**src/hdl/alfl_ram.sv**
```systemverilog
`default_nettype none

module alfl_ram #(
    parameter int WIDTH = 8,
    parameter int DEPTH = 64
) (
    input  wire logic                     i_clk,
    input  wire logic                     i_we,
    input  wire logic [$clog2(DEPTH)-1:0] i_waddr,
    input  wire logic [WIDTH-1:0]         i_wdata,
    input  wire logic [$clog2(DEPTH)-1:0] i_raddr,
    output logic      [WIDTH-1:0]         o_rdata
);

    logic [WIDTH-1:0] r_mem [DEPTH];

    // One write port and one registered read port.
    always_ff @(posedge i_clk) begin
        if (i_we) begin
            r_mem[i_waddr] <= i_wdata;
        end
        o_rdata <= r_mem[i_raddr];
    end

endmodule

`default_nettype wire

```
**config.mk**
```make
export PLATFORM = sky130hd
export DESIGN_NAME = alfl_ram
export DESIGN_NICKNAME = d
export VERILOG_FILES = /design/src/hdl/alfl_ram.sv
export SDC_FILE = /design/constraint.sdc
export NUM_CORES = 1
export LEC_CHECK = 0
export BUFFER_PORTS_ARGS = -buffer_cell sky130_fd_sc_hd__clkbuf_2
export CAP_MARGIN = 40
export CELL_PAD_IN_SITES_DETAIL_PLACEMENT = 0
export CELL_PAD_IN_SITES_GLOBAL_PLACEMENT = 1
export CORE_MARGIN = 10
export CORE_UTILIZATION = 55
export DETAILED_ROUTE_END_ITERATION = 6
export PLACE_DENSITY = 0.85
export SLEW_MARGIN = 20
export SYNTH_ARGS = -nofsm -noshare
export SYNTH_HDL_FRONTEND = slang
export SYNTH_SLANG_ARGS = --single-unit
```
**constraint.sdc**
```tcl
create_clock -name i_clk -period 3.7 [get_ports i_clk]
set_input_delay 0.185 -clock i_clk [delete_from_list [all_inputs] [get_ports i_clk]]
set_output_delay 0.185 -clock i_clk [all_outputs]
set_load 0.02 [all_outputs]
```
==> impl_results.md <==
* #FFs+latches synth at 520
* Final setup violation count at 0
* Status: complete, no violations
* CTS H-Tree Depth at 2
* Beginning of the worst register-to-register path: r_mem[21][6]
* CTS Sinks at 520
* Hold Path Stages at 3
* Syn Nets at 962
* Largest family of logic cells by synthesized area: multiplexers
* Area share of fa/ha/maj cells after synthesis at 0%
* Synth cell types at 40
* EDFF count, synth at 512
* Avg Cell Area, Syn at 21.5 µm²
* Total GRT Usage at 19.5%
* Num ports at 30
* 1st-iter DRT viols at 983
* Vias post-DR at 9806
* Maximum vdd ir drop at 351 µV
* Max-slew headroom at 40.4%
* Die height at 211 µm
* R2R Setup Slk at 1.48 ns
* FF-to-FF End: o_rdata[6]
* Die ar. at 44700 µm²
* Drt pass-1 iters at 5
* Bufs on Longest Clock Path at 3
* Period utilization at 60.3%
* Nets@finish at 1045
* RSZ-0062 raised after global routing: no
* Layout cell share with drive strength beyond 1 at 27.9%
* Crit path launch type: primary input
* Cell Rows at 70
* Fillers at 2368
* Post-detail-place hpwl at 26300 µm
* Fraction of registers with async set or reset after synthesis at 0%
* N_diodes at 0
* Root buf cell: clkbuf_16
* Hold path startpoint: i_raddr[5]
* Post-CTS Setup Inserts at 0
* CTS buffer count at 49
* Post-synth top area cell: edfxtp_1
* Synth warnings at 0
* Final setup skew at 0.00646 ns
* Final Critical Period at 2.23 ns
* Synthesized cell area at 20200 µm²
* Clock Latency Late Sink at 0.55 ns
* Finished Layout Cells at 1529
* Synth Area in XOR/XNOR at 0%
* PD cells at 533 nW/µm²
* Register area share after synthesis at 77.0%
* Initial antenna violation count at 0
* Width of the chip at 211 µm
* WL per Instance at 28.1 µm
* Max-Cap Viols at 0
* DR vias/cell at 6.41
* Hold Vio Cnt, Final at 0
* Area fraction of the dominant cell type after synthesis at 76.2%
* Setup Crit Path Kind: primary input to flop
* Main synth FF type: edfxtp_1
* Synth Area in Compound Gates at 2.07%
* Final WL at 42900 µm
* Setup_tns at 0 ns
* Max frequency at 448 MHz
* Arr. time, crit path at 2.65 ns
* Critical Path End Type: flop
* Placed instance count at 1418
* Post-CTS Resized at 0
* Post-Synth Simple-Gate Area at 3.39%
* GPL Wtd Cong at 0.802
* IO Port Bufs at 29
* Core area at 36400 µm²
* Mux contribution to synthesized area at 15.9%
* Max-slew violation count at 0
* Pin count of the biggest net entering global routing at 65
* DRC Markers at 0
* Vias in the first global route at 9960
* Layout area overhead at 12.4%
* Grt total ovfl at 0
* Hold EP: o_rdata[2]
* Hold_buf cts at 0
* CP Data Required Time at 4.12 ns
* Worst Tran Pin Value at 0.890 ns
* Initial core utilization at 55.4%
* LEAKAGE at 7.17 nW
* First-pass GRT wire length at 64300 µm
* Reg clk slew, reported paths at 0.06 ns
* Cells after Synth at 940
* TritonCTS clock tree: yes
* Hold Path Class: primary input to flop
* Synth top area cells: edfxtp_1 76%, mux4_2 14%, nor2_1 1.5%
* Worst Reg-to-Reg Cells at 5
* Post-route ant nets at 0
* Critical path fanouts, max at 30
[power by group]
part | internal (mW) | total (mW) | switching [mW]
Clock | 2.90 | 4.93 | 2.02
Combinational | 0.233 | 0.607 | 0.374
Sequential | 6.52 | 6.54 | 0.0217
Total | 9.66 | 12.1 | 2.42
[cell usage in the layout (no fill, tap or decap), types with 4 or more instances in the layout]
cell       count
edfxtp_1     512
mux4_2       126
nor2_1        83
buf_4         50
clkbuf_16     49
clkbuf_2      25
mux2i_1       23
nand2_1       19
nor2b_1       14
mux2_2        13
nand3_1       13
clkbuf_1      12
clkinv_2       9
o221ai_1       8
o22ai_1        8
dfxtp_1        8
nand2b_1       7
nor3_1         7
clkbuf_8       7
a221oi_1       6
clkinv_1       5
bufinv_16      5
buf_12         5
a211oi_1       4
[critical path, stage by stage]
cell and delay, ns:
clkbuf_8 0.34, buf_12 0.29, buf_4 0.34, mux4_2 0.56
o221a_2 0.26, nor3_1 0.47, o32ai_1 0.16
[kinds of logic (layout without fill, tap and decap cells)]
family          Yosys count  count (layout)
flops                   520             520
buf+inv                  51             172
mux                     162             162
simple gates            153             153
compound gates           54              54
[worst max-delay path by stage]
stage                     depth (start not counted)          to  startpoint
after global routing                              7  o_rdata[6]  i_raddr[0]
after floorplan                                   7  o_rdata[3]  i_raddr[1]
after detailed placement                          7  o_rdata[6]  i_raddr[0]
after CTS                                         7  o_rdata[6]  i_raddr[0]
final                                             7  o_rdata[6]  i_raddr[0]
after global placement                            7  o_rdata[6]  i_raddr[0]
[stage by stage]
step	total power [mW]	setup WS [ns]	util (%)	instance area, µm²	hold WS [ns]
2_1_floorplan	7.02	1.85	-	20200	0.284
3_3_place_gp	7.25	0.984	57.1	20800	0.639
3_5_place_dp	7.27	0.877	57.4	20900	0.635
4_1_cts	12.2	1.45	61.8	22500	0.171
5_1_grt	12.4	1.38	62.2	22700	0.207
6_report	12.1	1.47	62.2	22700	0.201
[registers in the layout (all words and copies together) (netlist names)]
signal,count
o_rdata,8
r_mem,512
[area by class of cell]
type                    count  area [µm²]  share of cell area [%]
clock buffers              67        1350                    5.97
clock inverters            22         238                    1.05
multi-input cells         369        4320                    19.0
flip-flops and latches    520       15500                    68.5
repair buffers             83         649                    2.86
well taps                 468         586                    2.58
[synthesized netlist by cell type, types with 6 or more instances]
| library cell | n |
|---|---|
| edfxtp_1 | 512 |
| mux4_2 | 126 |
| nor2_1 | 83 |
| mux2i_1 | 23 |
| nand2_1 | 19 |
| clkbuf_1 | 17 |
| nor2b_1 | 14 |
| buf_4 | 13 |
| mux2_2 | 13 |
| nand3_1 | 13 |
| buf_2 | 11 |
| dfxtp_1 | 8 |
| o221ai_1 | 8 |
| o22ai_1 | 8 |
| nand2b_1 | 7 |
| nor3_1 | 7 |
| a221oi_1 | 6 |
[routing by layer]
metal / GRT usage, % / vias up / wire, µm
met1: 25.8 / 5109 / 16900
met5: 0 / - / 0
met3: 3.80 / 95 / 3460
li1: - / 4096 / -
met2: 31.4 / 506 / 21000
met4: 7.64 / 0 / 1540
(Power assumes the default switching activity.)
